## config.mk

```make
export PLATFORM = sky130hd
export DESIGN_NAME = wudvr_queue
export DESIGN_NICKNAME = d
export VERILOG_FILES = /design/src/rtl/wudvr_pkg.sv /design/src/rtl/wudvr_queue.sv
export SDC_FILE = /design/constraint.sdc
export NUM_CORES = 1
export LEC_CHECK = 0
export BUFFER_PORTS_ARGS = -buffer_cell sky130_fd_sc_hd__buf_2
export CORE_AREA = 2 2 112 114
export CTS_CLUSTER_SIZE = 16
export DETAILED_ROUTE_END_ITERATION = 12
export DIE_AREA = 0 0 114 116
export PLACE_DENSITY = 0.78
export SYNTH_ARGS = -nofsm -noshare
export SYNTH_HDL_FRONTEND = slang
export SYNTH_SLANG_ARGS = --single-unit
```

## constraint.sdc

```tcl
create_clock -name i_clk -period 4.9 [get_ports i_clk]
set_clock_uncertainty 0.05 [all_clocks]
set_input_delay 0.245 -clock i_clk [delete_from_list [all_inputs] [get_ports i_clk]]
set_output_delay 0.245 -clock i_clk [all_outputs]
set_load 0.005 [all_outputs]
```

## src/rtl/wudvr_pkg.sv

```systemverilog
// Shared types and constants for the windowed up/down volume ratio block.
package wudvr_pkg;

    localparam int CFG_W          = 9;
    localparam int RATIO_W        = 12;
    localparam int DIV_CNT_W      = 4;
    localparam int DEFAULT_WINDOW = 32;
    localparam int MIN_WINDOW     = 2;
    localparam int MIN_VALID_BARS = 3;
    localparam logic [RATIO_W-1:0] RATIO_SCALE = 12'd2560;
    // 2560 = 2^11 + 2^9, so scaling by it is two shifts and one add.
    localparam int SCALE_SHIFT_HI = 11;
    localparam int SCALE_SHIFT_LO = 9;

    typedef struct packed {
        logic signed [31:0] close_price;
        logic [31:0]        volume;
    } t_bar;

    typedef struct packed {
        logic [RATIO_W-1:0] ratio_size;
        logic               valid_res;
    } t_ratio;

    typedef struct packed {
        logic full;
        logic empty;
    } t_q_stat;

    typedef enum logic [3:0] {
        F_IDLE  = 4'b0001,
        F_EVICT = 4'b0010,
        F_ADD   = 4'b0100,
        F_PUSH  = 4'b1000
    } t_fstate;

    typedef enum logic [4:0] {
        B_IDLE  = 5'b00001,
        B_PREP  = 5'b00010,
        B_SCALE = 5'b00100,
        B_DIV   = 5'b01000,
        B_DONE  = 5'b10000
    } t_bstate;

endpackage

```

## src/rtl/wudvr_queue.sv

```systemverilog
// Two-entry queue between the front end and the divider back end.
module wudvr_queue #(
    parameter int WIDTH = 81
) (
    input  logic                 i_clk,
    input  logic                 i_rst_n,
    input  logic                 i_push,
    input  logic [WIDTH-1:0]     i_data,
    input  logic                 i_pop,
    output logic [WIDTH-1:0]     o_data,
    output wudvr_pkg::t_q_stat   o_stat
);

    logic [WIDTH-1:0] r_mem [2];
    logic             r_wr_ptr;
    logic             r_rd_ptr;
    logic [1:0]       r_count;

    assign o_data       = r_mem[r_rd_ptr];
    assign o_stat.full  = (r_count == 2'd2);
    assign o_stat.empty = (r_count == 2'd0);

    always_ff @(posedge i_clk) begin
        if (!i_rst_n) begin
            r_wr_ptr <= 1'b0;
            r_rd_ptr <= 1'b0;
            r_count  <= 2'd0;
        end else begin
            if (i_push) begin
                r_wr_ptr <= ~r_wr_ptr;
            end
            if (i_pop) begin
                r_rd_ptr <= ~r_rd_ptr;
            end
            if (i_push && !i_pop) begin
                r_count <= r_count + 2'd1;
            end else if (i_pop && !i_push) begin
                r_count <= r_count - 2'd1;
            end
        end
    end

    always_ff @(posedge i_clk) begin
        if (i_push) begin
            r_mem[r_wr_ptr] <= i_data;
        end
    end

endmodule

```

==> metrics.md <==
| Metric | Value |
|---|---|
| Post-cts sizing count | 0 |
| CTS tree | built |
| Combinational family with the most area after synthesis | multiplexers |
| Site row count | 40 |
| Max IR drop VDD | about 390 uV |
| Total iterations of the first detailed-routing run | 4 |
| Startpoint types | flip-flop |
| Final-report hold violation count | 0 |
| Dominant synthesized flop cell | sky130_fd_sc_hd__edfxtp_1 |
| Clock tree root buffer cell | sky130_fd_sc_hd__clkbuf_16 |
| Mux share of post-synthesis cell area | between 10% and 20% |
| Design Area, Final | 0.008422 mm2 |
| Syn_nets | 360 |
| Net count, final | between 600 and 700 |
| Die Ht | between 100 and 150 um |
| Data required time of the critical path | around 4.6 ns |
| DRC | 0 |
| Total inserted antenna cells | 0 |
| Total number of vias | between 3000 and 4000 |
| Synth Cell Area | 0.006093 mm2 |
| Leakage Power | ~0.0032 uW |
| Max Transition Viols Final | 0 |
| Relative area change from synthesis to final layout | 38.21% |
| Adder-cell share of the synthesized area | less than 1% |
| Total Die Area | approximately 0.013 mm2 |
| Slew headroom | between 20% and 30% |
| Slew at the pin closest to its max-slew limit | approximately 1.1 ns |
| Clock transition time at the flip-flop clock pins of the worst setup and hold paths | ~0.06 ns |
| Number of instances in the placed design | between 500 and 600 |
| Worst-case setup margin in the final layout | between 2 and 2.5 ns |
| Leading cell types by total area after synthesis | sky130_fd_sc_hd__edfxtp_1 (80%), sky130_fd_sc_hd__mux2_2 (15%), sky130_fd_sc_hd__dfxtp_1 (1.6%) |
| Pin count of the biggest net entering global routing | between 80 and 90 |
| CP Data Arrival Time | 2.11 ns |
| CP cell instances | mux2_2, buf_2 |
| Post-synth ARST share | 0% |
| Overflow left after global routing | 0 |
| Setup repair after global routing missed its margin | false |
| Synth Area in XOR/XNOR | 0.4312% |
| Yosys top cell by area | sky130_fd_sc_hd__edfxtp_1 |
| Fraction of post-synthesis cell area in the top cell type by area | 79.84% |
| First-pass GRT wire length | ~18000 um |
| Via-to-Cell Ratio | around 5 |
| Number of design-rule violations left by the first detailed-router iteration | 193 |
| Number of levels the H-tree was split into | 4 |
| Area share of and/or/nand/nor cells after synthesis | 0.9240% |
| Global placement routability congestion | 0.7095 |
| Area after DPL | between 0.007 and 0.008 mm2 |
| Number of standard cells in the final layout excluding fillers | approximately 700 |
| Number of clock sinks | around 170 |
| Drt total wl | around 12000 um |
| Max Cap Viol | 0 |
| Power per Cell Area | 388.3 mW/mm2 |
| Dpl hpwl | approximately 6500 um |
| Family of cells with the greatest summed delay on the critical path | flip-flops |
| Total power after layout | 3270 uW |
| Routed Antenna Nets | 0 |
| Most common library cells after synthesis | sky130_fd_sc_hd__edfxtp_1 (162), sky130_fd_sc_hd__mux2_2 (81), sky130_fd_sc_hd__buf_6 (8), sky130_fd_sc_hd__dfxtp_1 (5), sky130_fd_sc_hd__and2_1 (4) |
| Synthesized area per cell | ~22 um2 |
| Routed len/inst | ~17 um |
| Port Buf Inserts | 167 |
| All-layer global routing usage | between 10% and 20% |
| Die boundary width | approximately 110 um |
| Number of flops mapped to enable cells by yosys | 162 |
| Clock buffers created by TritonCTS | 17 |
| Worst setup path category | flip-flop to output port |
| Post-route setup TNS | 0 ns |
| Compound-Gate Fraction of Synth Area | less than 1% |
| Area of the core | between 0.01 and 0.015 mm2 |
| Delay of the slowest critical-path stage | approximately 1.0 ns |
| Flops & latches, synth | 167 |
| Starting Density | about 51% |
| Cell with the most instances after synthesis | sky130_fd_sc_hd__edfxtp_1 |
| Critical-path top delay cell | sky130_fd_sc_hd__dfxtp_4 |
| Min cycle time layout | between 2 and 2.5 ns |
| Vias in the first global route | between 3000 and 4000 |
| Fin crit share | 48.99% |
| Min-Delay Path Class | input port to flip-flop |
| Portion of the post-synthesis area used by sequential elements | between 80 and 90% |
| Type of destination of the critical path | output port |
| Largest driver fanout on the critical path | between 80 and 90 |
| WP buf/inv | 1 |
| Number of instances in the synthesized netlist | roughly 270 |
| Worst slack at placement | 2.593 ns |
| Number of top-level pins | 168 |
| Maximum root-to-sink buffer count | 2 |
| Top achievable clock speed | ~420 MHz |
| Final-layout fill cell count | roughly 750 |
| Clock latency on the worst-skew pair | a little over 0.4 ns |
| Share of post-route cells with drive strength above 1 | 51.55% |
| Number of antenna violations at the first check in global routing | 0 |
| Status | finished clean |
| Count of warnings emitted by yosys | 0 |
| Cell variety after synth | 17 |
| Final setup fails | 0 |
cells in the final DEF, fill, tap and decap left out, types with 2 or more instances in the layout:
cell type	instances
sky130_fd_sc_hd__buf_4	2
sky130_fd_sc_hd__xor2_1	2
sky130_fd_sc_hd__bufinv_16	2
sky130_fd_sc_hd__clkinvlp_4	7
sky130_fd_sc_hd__dfxtp_1	4
sky130_fd_sc_hd__and2_1	3
sky130_fd_sc_hd__dlygate4sd3_1	81
sky130_fd_sc_hd__clkbuf_1	3
sky130_fd_sc_hd__mux2_2	81
sky130_fd_sc_hd__clkbuf_16	17
sky130_fd_sc_hd__buf_2	167
sky130_fd_sc_hd__edfxtp_1	162
cells by family (layout without fill, tap and decap cells):
logic type      after synthesis  after routing
flops                       167            167
mux                          81             81
buf+inv                      10            283
simple gates                  9              9
compound gates                3              3
xor+xnor                      3              3
fa+ha+maj                     1              1
stage by stage:
stage	util, %	hold WS (ns)
after floorplan	-	0.2939
final	70.70	0.04009
after detailed placement	59.14	0.3862
after CTS	70.70	0.01642
after global placement	59.14	0.3837
after global routing	70.70	0.02840
where the power goes:
group,switching [uW],internal (uW)
Combinational,125,190
Clock,514,747
Sequential,44.1,1650
state kept, by name (all words and copies together), names as in the netlist, named ones only:
register,flops
r_rd_ptr,1
r_wr_ptr,1
r_mem,162
r_count,2
metal layers:
metal	routed length [um]	global-route usage (%)
met5	0	0
met4	235	8.455
met3	678	5.701
met2	6481	33.33
met1	4497	19.39
final timing paths:
kind | from | to | slack, ns | cells after the start
setup reg to reg | r_wr_ptr | r_mem[0][64] | 2.70 | 2
hold reg to reg | r_count[1] | r_count[1] | 0.47 | 2
setup / recovery | flip-flop | o_data[32] | 2.50 | 2
hold / removal | i_rst_n | r_wr_ptr | 0.04 | 2
area by class of cell:
class | count | area, um2 | area share (%)
timing repair buffer | 250 | 1662 | 19.73
tap | 147 | 183.9 | 2.184
inverter | 1 | 3.754 | 0.04457
clock buffer | 20 | 436.7 | 5.185
sequential | 167 | 4969 | 59.00
clock inverter | 12 | 130.1 | 1.545
multi-input combinational | 97 | 1037 | 12.32
timing repair:
action                                 4_1_cts  5_1_grt
hold buffers                                81        0
endpoints found under the hold margin      162        0
setup buffers                                0        0
Note: power is estimated with default switching activity, not from simulation.
